===== src/rtl/rvalu_pkg.sv =====
// Shared types and constants for the RV64I integer ALU with register file.
// No dependencies; used by every module of the block.
`timescale 1ns / 1ps
`default_nettype none

package rvalu_pkg;

   localparam int REG_IDX_W   = 5;
   localparam int DATA_W      = 64;
   localparam int QUEUE_DEPTH = 2;
   localparam int QPTR_W      = $clog2(QUEUE_DEPTH);

   // request kinds carried in req_type
   typedef enum logic [2:0] {
      REQ_REG_OP    = 3'd0,
      REQ_IMM_OP    = 3'd1,
      REQ_LUI       = 3'd2,
      REQ_AUIPC     = 3'd3,
      REQ_REG_READ  = 3'd4,
      REQ_REG_WRITE = 3'd5
   } req_kind_type;

   // funct3 operation selectors
   localparam logic [2:0] F3_ADD  = 3'd0;
   localparam logic [2:0] F3_SLL  = 3'd1;
   localparam logic [2:0] F3_SLT  = 3'd2;
   localparam logic [2:0] F3_SLTU = 3'd3;
   localparam logic [2:0] F3_XOR  = 3'd4;
   localparam logic [2:0] F3_SR   = 3'd5;
   localparam logic [2:0] F3_OR   = 3'd6;
   localparam logic [2:0] F3_AND  = 3'd7;

   // immediate bit that selects srai over srli
   localparam int SRAI_BIT = 10;

   typedef enum logic [3:0] {
      ALU_ADD,
      ALU_SUB,
      ALU_SLL,
      ALU_SLT,
      ALU_SLTU,
      ALU_XOR,
      ALU_SRL,
      ALU_SRA,
      ALU_OR,
      ALU_AND
   } alu_op_type;

   typedef enum logic [1:0] {
      SRC_ZERO,
      SRC_MEM,
      SRC_FWD
   } src_sel_type;

   typedef struct packed {
      logic [2:0]           req_type;
      logic [REG_IDX_W-1:0] dest_reg;
      logic [REG_IDX_W-1:0] src1_reg;
      logic [REG_IDX_W-1:0] src2_reg;
      logic [2:0]           funct3_code;
      logic [6:0]           funct7_code;
      logic [19:0]          imm_field;
      logic [DATA_W-1:0]    inst_pc;
      logic [DATA_W-1:0]    write_value;
   } req_payload_type;

   typedef struct packed {
      logic [DATA_W-1:0]    result_value;
      logic                 writes_reg;
      logic [REG_IDX_W-1:0] written_index;
   } rsp_payload_type;

   // classified request handed from front to back
   typedef struct packed {
      alu_op_type           alu_op;
      logic                 a_from_reg;
      logic                 b_from_imm;
      logic [REG_IDX_W-1:0] src1_reg;
      logic [REG_IDX_W-1:0] src2_reg;
      logic [REG_IDX_W-1:0] report_index;
      logic                 wr_en;
      logic [DATA_W-1:0]    imm_value;
   } uop_type;

endpackage

`default_nettype wire


===== src/rtl/rvalu_queue.sv =====
// Short request queue between the front end and the execute back end.
// Depends on rvalu_pkg.
`timescale 1ns / 1ps
`default_nettype none

module rvalu_queue (
   input  wire logic               clock,
   input  wire logic               reset,
   input  wire logic               push,
   input  wire rvalu_pkg::uop_type push_uop,
   input  wire logic               pop,
   output logic                    full,
   output logic                    empty,
   output rvalu_pkg::uop_type      head_uop
);

   rvalu_pkg::uop_type            entries_ff [rvalu_pkg::QUEUE_DEPTH];
   logic [rvalu_pkg::QPTR_W-1:0]  wr_ptr_ff, wr_ptr_in;
   logic [rvalu_pkg::QPTR_W-1:0]  rd_ptr_ff, rd_ptr_in;
   logic [rvalu_pkg::QPTR_W:0]    count_ff, count_in;

   assign full     = (count_ff == (rvalu_pkg::QPTR_W + 1)'(rvalu_pkg::QUEUE_DEPTH));
   assign empty    = (count_ff == '0);
   assign head_uop = entries_ff[rd_ptr_ff];

   always_comb begin
      wr_ptr_in = push ? wr_ptr_ff + 1'b1 : wr_ptr_ff;
      rd_ptr_in = pop  ? rd_ptr_ff + 1'b1 : rd_ptr_ff;
      count_in  = count_ff;
      if (push && !pop) begin
         count_in = count_ff + 1'b1;
      end else if (pop && !push) begin
         count_in = count_ff - 1'b1;
      end
   end

   always_ff @(posedge clock) begin
      if (reset) begin
         wr_ptr_ff <= '0;
         rd_ptr_ff <= '0;
         count_ff  <= '0;
      end else begin
         wr_ptr_ff <= wr_ptr_in;
         rd_ptr_ff <= rd_ptr_in;
         count_ff  <= count_in;
      end
   end

   always_ff @(posedge clock) begin
      if (push) begin
         entries_ff[wr_ptr_ff] <= push_uop;
      end
   end

endmodule

`default_nettype wire


===== config.mk =====
export PLATFORM = sky130hd
export DESIGN_NAME = rvalu_queue
export DESIGN_NICKNAME = d
export VERILOG_FILES = /design/src/rtl/rvalu_pkg.sv /design/src/rtl/rvalu_queue.sv
export SDC_FILE = /design/constraint.sdc
export NUM_CORES = 1
export LEC_CHECK = 0
export ABC_CLOCK_PERIOD_IN_PS = 6520
export BUFFER_PORTS_ARGS = -buffer_cell sky130_fd_sc_hd__buf_2
export CAP_MARGIN = 20
export CORE_ASPECT_RATIO = 1.2
export CORE_UTILIZATION = 25
export DETAILED_ROUTE_END_ITERATION = 10
export HOLD_SLACK_MARGIN = 0.12
export PLACE_DENSITY = 0.5
export SLEW_MARGIN = 20
export SYNTH_ARGS = -nofsm -noshare
export SYNTH_HDL_FRONTEND = slang
export SYNTH_SLANG_ARGS = --single-unit
export TNS_END_PERCENT = 20

===== constraint.sdc =====
create_clock -name clock -period 6.52 [get_ports clock]
set_clock_uncertainty 0.2 [all_clocks]
set_input_delay 0.978 -clock clock [delete_from_list [all_inputs] [get_ports clock]]
set_output_delay 0.978 -clock clock [all_outputs]
set_load 0.1 [all_outputs]

-- After elaboration in Yosys (flattened, before gate mapping)
Memory sizes are Yosys's and may differ from the RTL's. A register that Yosys moved wholly into a read port is not among the register bits.
Index checks and enable logic that the tools add are counted.
- flip-flop bits (word level): 4
- memory bits (writable): 172
- bits of input ports: 90
- logic and storage cells: 21
- memories kept: 1
- memory list (name ; depth ; width ; rd ports ; clocked after Yosys merged registers in ; wr ports ; RTL line ; source):
    entries_ff ; 2 ; 86 ; 1 ; 1 ; 1 ; rvalu_queue.sv:17 ; rvalu_pkg::uop_type entries_ff [rvalu_pkg::QUEUE_DEPTH];
- add/sub/neg operators: 4
- eq/ne operators: 1
- muxes and demuxes: 6
- reduce and logical (&&, ||, !) cells: 6
- operator list (cell ; number):
    $mux 1 ; 4
    $mux 2 ; 2
    $add 1x1->1 const B ; 2
    $add 2x1->2 const B ; 1
    $eq 2x2->1 const B ; 1
    $logic_and 1x1->1 ; 2
    $logic_not 1->1 ; 2
    $logic_not 2->1 ; 1
    $reduce_bool 2->1 ; 1
    $sub 2x1->2 const B ; 1

-- Longest topological paths before layout
- depth after elaboration: 4
- mapped depth: 5
- mapped depth without buffers: 5

-- Worst setup path before layout
Ideal clock, no wire load.
- path kind: input port to flip-flop
- from: input push
- to: memory entries_ff[0][0] (netlist name) (enable)
- setup time: 0.541 ns
- arrival time: 4.732 ns
- setup slack: 1.046 ns
- stages: 1
- buffers on the path: 0
- path through: nor2b_1
- cells in the longest elaborated chain, start to end: 2
- ends and longest elaborated chain (item ; RTL line ; source):
    from (decl) ; rvalu_queue.sv:9 ; input wire logic push,
    $mux 1 ; rvalu_queue.sv:50 ; if (push) begin
    $mux 1 (not written as such) ; rvalu_queue.sv:51 ; entries_ff[wr_ptr_ff] <= push_uop;
    to (decl) ; rvalu_queue.sv:17 ;
Every way passes these cells.

==> impl_metrics.env <==
export IMPL_status="finished, final reports clean"
export IMPL_grt_pass1_vias=3629
export IMPL_critical_path_slowest_cell="dfxtp_4"
export IMPL_layout_commonest_cell="buf_2"
export IMPL_critPathMaxStageDelay_ns=0.96
export IMPL_finalHoldViolCount=0
export IMPL_drive_gt1_frac=0.607
export IMPL_ys_ff_latch=177
export IMPL_maxSlewViolCount=0
export IMPL_vias=3269
export IMPL_crit_end="head_uop[73]"
export IMPL_fill_cells=2483
export IMPL_core_area_um2=25700
export IMPL_final_cell_mix="177 x buf_2, 172 x edfxtp_1, 46 x mux2_2, 40 x mux2_4, 17 x clkbuf_16"
export IMPL_post_cts_setup_buffers=0
export IMPL_initial_utilization=0.257
export IMPL_ctsHoldBuffers=0
export IMPL_synth_top_cell_by_area="edfxtp_1"
export IMPL_ctsHtreeMaxLevel=4
export IMPL_ys_seq_area_frac=0.796
export IMPL_reg2reg_from="wr_ptr_ff"
export IMPL_fin_crit_ns=3.83
export IMPL_vdd_drop_max_mv=0.165
export IMPL_p_leak_uw=0.00321
export IMPL_place_area_um2=7880
export IMPL_max_freq_mhz=261
export IMPL_arrival_ns=2.65
export IMPL_dr_first_iter_drc_count=85
export IMPL_path_max_fanout=60
export IMPL_grt_pass1_wl_mm=19.3
export IMPL_r2r_slack_ns=4.30
export IMPL_fin_crit_sh=0.588
export IMPL_pwr_share_clk=0.334
export IMPL_rows=64
export IMPL_root_buffer="clkbuf_16"
export IMPL_clock_sinks=177
export IMPL_cts_resized=0
export IMPL_wirelength_mm=12.6
export IMPL_worst_r2r_path_depth=2
export IMPL_syn_area_um2=6620
export IMPL_first_pass_iters=6
export IMPL_hold_path_class="flop to flop"
export IMPL_gp_congestion=0.683
export IMPL_tns_ns=0
export IMPL_insertion_delay_ns=0.42
export IMPL_endpoint_kind="output pin"
export IMPL_finalInstanceArea_um2=8470
export IMPL_hold_slack_ns=0.312
export IMPL_internal_power_uw=2070
export IMPL_avgViaCountPerCell=3.96
export IMPL_power_frac_comb=0.226
export IMPL_worstPathRequired_ns=5.34
export IMPL_io_pins=178
export IMPL_seq_power_share=0.440
export IMPL_cts_tree="done"
export IMPL_drv_cap=0
export IMPL_synth_top_cells_by_area="edfxtp_1 78%, mux2_4 9.1%, mux2_2 7.8%"
export IMPL_syn_avg_cell_area_um2=22.8
export IMPL_max_slew_margin_rel=0.362
export IMPL_cts_path_max_buffers=2
export IMPL_syn_num_nets=381
export IMPL_io_buffer_count=177
export IMPL_criticalPathCategory="flop to output pin"
export IMPL_track_usage=0.0964
export IMPL_grt_max_degree=61
export IMPL_path_clk_slew_ns=0.07
export IMPL_power_density_nw_per_um2=365
export IMPL_switchingPower_uw=1020
export IMPL_dp_hpwl_mm=8.26
export IMPL_synth_cells=290
export IMPL_nNetsFinal=572
export IMPL_wl_per_cell_um=15.3
export IMPL_synth_cell_type_count=18
export IMPL_overflow=0
export IMPL_r2r_end="entries_ff[1][9]"
export IMPL_rsz0062_at_grt="no"
export IMPL_die_h_um=180
export IMPL_hp_start="count_ff[1]"
export IMPL_worstMarginPinSlew_ns=0.957
export IMPL_synth_top_area_share=0.781
export IMPL_drc=0
export IMPL_yosysWarningCount=0
export IMPL_die_w_um=150
export IMPL_synthToLayoutAreaGrowth_pct=28.1
export IMPL_grt_antenna_before_repair=2
export IMPL_cp_cell_sequence="buf_4 > mux2_2 > buf_2"
export IMPL_swShare=0.329
export IMPL_numCtsBuffers=17
export IMPL_setup_viol=0
export IMPL_startpoint_type="flop"
export IMPL_ant_nets=0
export IMPL_die_area_um2=27100
==> registers in the layout (all words and copies together), names as in the netlist, named ones only <==
| signal | count |
|---|---|
| wr_ptr_ff | 1 |
| rd_ptr_ff | 1 |
| entries_ff | 172 |
| count_ff | 2 |
==> worst max-delay path, delay by kind of cell (launching register included) <==
family                 cells  cell delay (ns)
DFF                        1             0.96
muxes                      1             0.40
buffers and inverters      2             0.83
==> kinds of logic (layout without fill, tap and decap cells) <==
group / after synthesis / in the layout / share of synthesized area
flops: 177 / 177 / 0.796
other cells: 0 / 1 / 0
fa+ha+maj: 1 / 1 / 0.00189
mux: 86 / 86 / 0.169
buf+inv: 11 / 215 / 0.0197
simple gates: 9 / 9 / 0.00662
xor+xnor: 4 / 4 / 0.00530
compound gates: 2 / 2 / 0.00151
==> power by group through the flow <==
| stage | sequential (uW) | combinational (uW) | clock [uW] |
|---|---|---|---|
| floorplan | 1370 | 611 | 0 |
| global placement | 1380 | 693 | 0 |
| detailed placement | 1390 | 705 | 0 |
| CTS | 1360 | 706 | 1070 |
| global route | 1370 | 722 | 1120 |
| finish | 1360 | 698 | 1030 |
==> per-layer routing <==
| metal | part of all wire | GRT usage | up-vias |
|---|---|---|---|
| li1 | - | - | 1533 |
| met5 | 0.0010 | 0 | - |
| met2 | 0.51 | 0.162 | 100 |
| met4 | 0.015 | 0.0436 | 2 |
| met3 | 0.069 | 0.0392 | 11 |
| met1 | 0.41 | 0.105 | 1623 |
==> cells in the mapped netlist (all sizes together) <==
cell type and instances:
buf 10, xnor2 2, and2 1, dfxtp 5, or3 1, xor2 2
o21ai 1, nor2b 2, ha 1, edfxtp 172, a21oi 1, nor2 5
mux2 86, inv 1
==> worst min-delay path by stage <==
stage | to | slack, ns | cells past startpoint
finish | count_ff[1] | 0.31 | 2
global route | count_ff[1] | 0.34 | 2
CTS | rd_ptr_ff | 0.32 | 2
detailed placement | rd_ptr_ff | 0.30 | 2
global placement | count_ff[1] | 0.28 | 2
floorplan | count_ff[1] | 0.26 | 2
==> area by class of cell <==
| type | count | area, um2 | area share |
|---|---|---|---|
| multi-input cells | 102 | 1230 | 0.145 |
| inverters | 1 | 3.75 | 0.000443 |
| clock inverters | 15 | 166 | 0.0196 |
| repair buffers | 182 | 963 | 0.114 |
| clock buffers | 17 | 425 | 0.0502 |
| diodes | 1 | 2.50 | 0.000295 |
| flip-flops and latches | 177 | 5270 | 0.622 |
| well taps | 330 | 413 | 0.0487 |
==> through the flow <==
step           worst slack [ns]  cells  power [uW]  utilization
3_5_place_dp               3.05    792        2090        0.307
3_3_place_gp               3.04    790        2080        0.304
2_1_floorplan              1.05    290        1980            -
6_report                   2.69    825        3090        0.330
5_1_grt                    2.49    824        3210        0.330
4_1_cts                    2.58    824        3140        0.330
No activity file was read; power rests on OpenSTA's default activity.
