`src/rtl/rvalu_pkg.sv`:
```
// Shared types and constants for the RV64I integer ALU with register file.
// No dependencies; used by every module of the block.
`timescale 1ns / 1ps
`default_nettype none

package rvalu_pkg;

   localparam int REG_IDX_W   = 5;
   localparam int DATA_W      = 64;
   localparam int QUEUE_DEPTH = 2;
   localparam int QPTR_W      = $clog2(QUEUE_DEPTH);

   // request kinds carried in req_type
   typedef enum logic [2:0] {
      REQ_REG_OP    = 3'd0,
      REQ_IMM_OP    = 3'd1,
      REQ_LUI       = 3'd2,
      REQ_AUIPC     = 3'd3,
      REQ_REG_READ  = 3'd4,
      REQ_REG_WRITE = 3'd5
   } req_kind_type;

   // funct3 operation selectors
   localparam logic [2:0] F3_ADD  = 3'd0;
   localparam logic [2:0] F3_SLL  = 3'd1;
   localparam logic [2:0] F3_SLT  = 3'd2;
   localparam logic [2:0] F3_SLTU = 3'd3;
   localparam logic [2:0] F3_XOR  = 3'd4;
   localparam logic [2:0] F3_SR   = 3'd5;
   localparam logic [2:0] F3_OR   = 3'd6;
   localparam logic [2:0] F3_AND  = 3'd7;

   // immediate bit that selects srai over srli
   localparam int SRAI_BIT = 10;

   typedef enum logic [3:0] {
      ALU_ADD,
      ALU_SUB,
      ALU_SLL,
      ALU_SLT,
      ALU_SLTU,
      ALU_XOR,
      ALU_SRL,
      ALU_SRA,
      ALU_OR,
      ALU_AND
   } alu_op_type;

   typedef enum logic [1:0] {
      SRC_ZERO,
      SRC_MEM,
      SRC_FWD
   } src_sel_type;

   typedef struct packed {
      logic [2:0]           req_type;
      logic [REG_IDX_W-1:0] dest_reg;
      logic [REG_IDX_W-1:0] src1_reg;
      logic [REG_IDX_W-1:0] src2_reg;
      logic [2:0]           funct3_code;
      logic [6:0]           funct7_code;
      logic [19:0]          imm_field;
      logic [DATA_W-1:0]    inst_pc;
      logic [DATA_W-1:0]    write_value;
   } req_payload_type;

   typedef struct packed {
      logic [DATA_W-1:0]    result_value;
      logic                 writes_reg;
      logic [REG_IDX_W-1:0] written_index;
   } rsp_payload_type;

   // classified request handed from front to back
   typedef struct packed {
      alu_op_type           alu_op;
      logic                 a_from_reg;
      logic                 b_from_imm;
      logic [REG_IDX_W-1:0] src1_reg;
      logic [REG_IDX_W-1:0] src2_reg;
      logic [REG_IDX_W-1:0] report_index;
      logic                 wr_en;
      logic [DATA_W-1:0]    imm_value;
   } uop_type;

endpackage

`default_nettype wire

```
`src/rtl/rvalu_front.sv`:
```
// Front end: accepts requests and classifies them into ALU micro-ops.
// Depends on rvalu_pkg.
`timescale 1ns / 1ps
`default_nettype none

module rvalu_front #(
   parameter int NUM_REGS = 32
) (
   input  wire logic                       req_valid,
   output logic                            req_ready,
   input  wire rvalu_pkg::req_payload_type req_payload,
   input  wire logic                       q_full,
   output logic                            push,
   output rvalu_pkg::uop_type              uop
);

   function automatic rvalu_pkg::alu_op_type alu_decode(input logic [2:0] f3, input logic alt);
      rvalu_pkg::alu_op_type op;
      case (f3)
         rvalu_pkg::F3_ADD:  op = alt ? rvalu_pkg::ALU_SUB : rvalu_pkg::ALU_ADD;
         rvalu_pkg::F3_SLL:  op = rvalu_pkg::ALU_SLL;
         rvalu_pkg::F3_SLT:  op = rvalu_pkg::ALU_SLT;
         rvalu_pkg::F3_SLTU: op = rvalu_pkg::ALU_SLTU;
         rvalu_pkg::F3_XOR:  op = rvalu_pkg::ALU_XOR;
         rvalu_pkg::F3_SR:   op = alt ? rvalu_pkg::ALU_SRA : rvalu_pkg::ALU_SRL;
         rvalu_pkg::F3_OR:   op = rvalu_pkg::ALU_OR;
         rvalu_pkg::F3_AND:  op = rvalu_pkg::ALU_AND;
         default:            op = rvalu_pkg::ALU_ADD;
      endcase
      return op;
   endfunction

   logic                        rd_ok;
   logic [rvalu_pkg::DATA_W-1:0] imm12;
   logic [rvalu_pkg::DATA_W-1:0] upper;

   assign req_ready = !q_full;
   assign push      = req_valid && !q_full;

   assign rd_ok = (req_payload.dest_reg != '0) && (int'(req_payload.dest_reg) < NUM_REGS);
   assign imm12 = {{52{req_payload.imm_field[11]}}, req_payload.imm_field[11:0]};
   assign upper = {{32{req_payload.imm_field[19]}}, req_payload.imm_field, 12'd0};

   always_comb begin
      uop              = '0;
      uop.alu_op       = rvalu_pkg::ALU_ADD;
      uop.a_from_reg   = 1'b0;
      uop.b_from_imm   = 1'b1;
      uop.src1_reg     = req_payload.src1_reg;
      uop.src2_reg     = req_payload.src2_reg;
      uop.report_index = '0;
      uop.wr_en        = 1'b0;
      uop.imm_value    = '0;
      case (req_payload.req_type)
         rvalu_pkg::REQ_REG_OP: begin
            uop.alu_op       = alu_decode(req_payload.funct3_code,
                                          req_payload.funct7_code != '0);
            uop.a_from_reg   = 1'b1;
            uop.b_from_imm   = 1'b0;
            uop.report_index = req_payload.dest_reg;
            uop.wr_en        = rd_ok;
         end
         rvalu_pkg::REQ_IMM_OP: begin
            uop.alu_op       = alu_decode(req_payload.funct3_code,
                                          (req_payload.funct3_code == rvalu_pkg::F3_SR) &&
                                          req_payload.imm_field[rvalu_pkg::SRAI_BIT]);
            uop.a_from_reg   = 1'b1;
            uop.imm_value    = imm12;
            uop.report_index = req_payload.dest_reg;
            uop.wr_en        = rd_ok;
         end
         rvalu_pkg::REQ_LUI: begin
            uop.imm_value    = upper;
            uop.report_index = req_payload.dest_reg;
            uop.wr_en        = rd_ok;
         end
         rvalu_pkg::REQ_AUIPC: begin
            uop.imm_value    = req_payload.inst_pc + upper;
            uop.report_index = req_payload.dest_reg;
            uop.wr_en        = rd_ok;
         end
         rvalu_pkg::REQ_REG_READ: begin
            uop.a_from_reg   = 1'b1;
            uop.report_index = req_payload.src1_reg;
         end
         rvalu_pkg::REQ_REG_WRITE: begin
            uop.imm_value    = req_payload.write_value;
            uop.report_index = req_payload.dest_reg;
            uop.wr_en        = rd_ok;
         end
         default: begin
            uop.imm_value = '0;
         end
      endcase
   end

endmodule

`default_nettype wire

```
`config.mk`:
```
export PLATFORM = sky130hd
export DESIGN_NAME = rvalu_front
export DESIGN_NICKNAME = d
export VERILOG_FILES = /design/src/rtl/rvalu_pkg.sv /design/src/rtl/rvalu_front.sv
export SDC_FILE = /design/constraint.sdc
export NUM_CORES = 1
export LEC_CHECK = 0
export BUFFER_PORTS_ARGS = -buffer_cell sky130_fd_sc_hd__clkbuf_2
export CAP_MARGIN = 15
export CORE_MARGIN = 4
export CORE_UTILIZATION = 40
export DETAILED_ROUTE_END_ITERATION = 10
export PLACE_DENSITY_LB_ADDON = 0.05
export RECOVER_POWER = 100
export SYNTH_ARGS = -nofsm -noshare
export SYNTH_HDL_FRONTEND = slang
export SYNTH_SLANG_ARGS = --single-unit
```
`constraint.sdc`:
```
create_clock -name vclk -period 3.7
set_clock_uncertainty 0.2 [all_clocks]
set_input_delay 0.37 -clock vclk [all_inputs]
set_output_delay 0.37 -clock vclk [all_outputs]
set_load 0.02 [all_outputs]
```
# Word level (Yosys, flattened, before mapping)
# Cells that the tools add are included.
[totals]
elab_cells = 34
register_bits = 0
input_bits = 178
[op_classes]
n_reduce_logical = 9
mux = 12
addsub = 1
n_eq_ne = 12
[op_table]
columns = ["operator", "n"]
rows = [
  ["$pmux W64 S4", 1],
  ["$add A64 B64 Y64", 1],
  ["$pmux W4 S8", 2],
  ["$eq A3 B3 Y1 const B", 6],
  ["$eq A3 B2 Y1 const B", 4],
  ["$pmux W5 S2", 1],
  ["$pmux W4 S2", 1],
  ["$mux W1", 7],
  ["$reduce_bool A7 Y1", 1],
  ["$eq A3 B1 Y1 const B", 2],
  ["$logic_not A3 Y1", 2],
  ["$reduce_bool A5 Y1", 1],
  ["$reduce_or A5 Y1", 1],
  ["$reduce_or A3 Y1", 1],
  ["$logic_and A1 B1 Y1", 2],
  ["$logic_not A1 Y1", 1],
]

# Depth between registers and ports, before layout
[logic_depth]
depth_word = 5
mapped_depth = 12
ltp_nobuf = 12

# Least setup slack after synthesis
# Ideal clock, no wire load.
[synth_path]
path_type = "input-to-output"
startpoint = "in req_payload[88] (netlist bit)"
endpoint = "out uop[55] (netlist bit)"
arrival_ns = 2.906
cell_stages = 12
required_time_ns = 3.130
slack_ns = 0.224
path_cell_list = "ha_1 -> buf_6 -> a21oi_4 -> nor3_1 -> or4_4 -> a31oi_4 -> o31a_4 -> o21ai_2 -> a2111oi_4 -> o21ai_2 -> xnor2_1 -> o21ai_1"
[synth_rtl]
columns = ["element", "line", "rtl"]
rows = [
  ["start, declared", "rvalu_front.sv:11", "input wire rvalu_pkg::req_payload_type req_payload,"],
  ["end, declared", "rvalu_front.sv:14", "output rvalu_pkg::uop_type uop"],
]

==> impl_results.md <==
* Die H at 114 um
* Max Slew Vio Count at 0
* FF+latch count at 0
* CTS Hold Buffers Added at 0
* Sequential power share at 0
* Clkbuf count at 0
* Setup CP Type: in2out
* Grt total ovfl at 0
* Syn_area_per_cell at around 6.4 um^2
* Routed vias/inst at 5.86
* Core area at 10900 um^2
* RD Place Congestion at about 0.94
* CP arrival at approximately 3000 ps
* Multi-input gate area at ~4500 um^2
* Pleak at 2.98 nW
* Worst VDD drop at 0.0812 mV
* Die ar. at 13000 um^2
* Clk network pwr share at 0
* Simple-Gate Fraction of Synth Area at 0.235
* Global-route wire length before repair at about 30000 um
* DR vias at 6555
* Layout cells sized above 1 at 0.333
* Fillcell total at approximately 1100
* Synth warn at 0
* Post-DRT Antenna Nets at 0
* Largest net degree at the start of global routing at 39
* Fin crit period at 3640 ps
* Pint at 0.000497 W
* Number of nets in the layout at between 1000 and 1500
* Final Hold Viols at 0
* Synthesized area at around 4500 um^2
* Hpwl dp at approximately 17000 um
* Number of max-cap violations at 0
* Initial core utilization at 0.413
* CP required at approximately 3100 ps
* Worst min-delay path class: in2out
* IO Count at 266
* Total iterations of the first detailed-routing run at 5
* Critical Path End Type: primary output
* Vias in the first global route at 6261
* Seq/Total Area, Yosys at 0
* Period utilisation layout at 0.984
* Syn Nets at 937
* Net switching fraction of the power at 0.574
* Mux contribution to synthesized area at 0.0222
* Synth cell types at 64
* Design area at about 6500 um^2
* Max_slew headroom at 0.348
* Cell Area, Placed at 6240 um^2
* XOR/XNOR share of the synthesized area at 0.0795
* Number of core rows at 38
* Antenna diode count at 0
* Post-Syn Instances at 707
* Worst-Margin Slew at 978 ps
* Status: finished clean
* Fmax at 275 MHz
* Final Total Pwr at 0.00117 W
* Net Sw Power at 0.000669 W
* Port Buffers at 256
* Detailed Route Iter0 Violations at 362
* All-Layer GR Usage at 0.274
* Pwr dens at 180 nW/um^2
* Post-synthesis adder-cell area fraction at 0.146
* CP Launch Type: input port
* Routed WL at 19800 um
* Sequential cell area at 0 um^2
* DRC Markers at 0
* Combinational share of power at 1.000
* CP Max Fanout at 3
* Initial antenna violation count at 0
* Final Util at 0.594
* Routed len/inst at 17.7 um
* Setup-failing EPs final at 0
* Hold slack at 540 ps
* Synth Area in Compound Gates at 0.446
* Largest family of logic cells by synthesized area: compound AO/OA/AOI/OAI gates
* Synthesis-to-layout area growth at 43.8%
* Die X at between 100 and 150 um
* Setup TNS at 0 ps
-- critical path, stage by stage --
cell,delay (ps)
clkbuf_2,100
ha_4,240
nand4_1,150
nor3_1,70
or4_4,530
a31oi_4,190
o31a_4,180
o21ai_4,80
a2111oi_4,470
buf_4,180
o211ai_2,80
mux2i_1,170
nand2_1,100
buf_6,140
-- cells in the final DEF (no fill, tap or decap), types with 4 or more instances in the layout --
master / n
nor3_1: 12
nand3_1: 19
o22ai_1: 4
xnor2_1: 21
clkbuf_1: 58
a21oi_1: 103
o221ai_1: 15
ha_4: 12
buf_4: 74
inv_1: 11
o21a_1: 15
o211ai_1: 9
o21ai_1: 25
nand2_1: 87
a21o_1: 23
a21oi_2: 12
or3_1: 4
a221o_1: 6
clkbuf_2: 196
a211oi_1: 5
and2_1: 10
o21bai_1: 7
o21ai_2: 4
a22oi_1: 6
ha_1: 38
nand4_1: 19
a31oi_1: 8
nor2b_1: 12
nor2_1: 31
and3_1: 6
o2bb2ai_1: 4
o21ai_0: 32
xor2_1: 20
mux2i_1: 10
-- what timing repair did --
| item | in CTS | in global routing |
|---|---|---|
| setup buffers | 0 | 5 |
| endpoints found under the setup margin | 2 | 13 |
| resized for setup | 1 | 53 |
| pin swaps | 1 | 13 |
-- path summary, 6_finish.rpt --
kind              cells past startpoint  slack, ps              from      end
setup / recovery                     14         60   req_payload[94]  uop[63]
hold / removal                        0        540  req_payload[161]  uop[73]
-- cells in the mapped netlist (11+ instances only) --
library cell	count	share of area
nor3_1	13	0.014
nand2_1	88	0.073
o221ai_1	15	0.029
inv_1	11	0.0091
xnor2_1	21	0.041
nor2b_1	12	0.017
o21a_1	15	0.025
a21o_1	23	0.038
xor2_1	20	0.039
o21ai_0	33	0.037
nand3_1	20	0.022
ha_1	51	0.14
nand4_1	19	0.026
a21oi_1	115	0.13
nor2_1	33	0.027
and2_1	11	0.015
o21ai_1	27	0.030
clkbuf_1	42	0.035
-- metal layers --
| layer | track usage | wire length, um | vias to the layer above |
|---|---|---|---|
| met1 | 0.345 | 8280 | 3031 |
| met3 | 0.0180 | 1190 | 42 |
| met5 | 0 | 0 | - |
| met2 | 0.506 | 9870 | 272 |
| met4 | 0.0649 | 461 | 0 |
| li1 | - | - | 3210 |
-- through the flow --
step	instances	setup slack (ps)
2_1_floorplan	707	224
3_3_place_gp	1113	-38.7
3_5_place_dp	1113	-25.3
4_1_cts	1113	4.29
5_1_grt	1119	-29.4
6_report	1119	60.7
-- power groups by stage --
stage	Clock [W]	Combinational, W	Sequential [W]
after detailed placement	0	0.00110	0
after floorplan	0	0.000695	0
final	0	0.00117	0
after global placement	0	0.00109	0
after global routing	0	0.00127	0
after CTS	0	0.00111	0
-- kinds of logic (layout without fill, tap and decap cells) --
kind of cell,count (synthesis),after routing
compound gates,310,310
simple gates,222,222
buf+inv,72,344
fa+ha+maj,52,52
xor+xnor,41,41
mux,10,10
-- layout make-up --
cell class                 instances  share of cell area
multi-input combinational        635               0.687
timing repair buffer             333               0.279
inverter                          11             0.00636
tap                              140              0.0270
(Power assumes the default switching activity.)
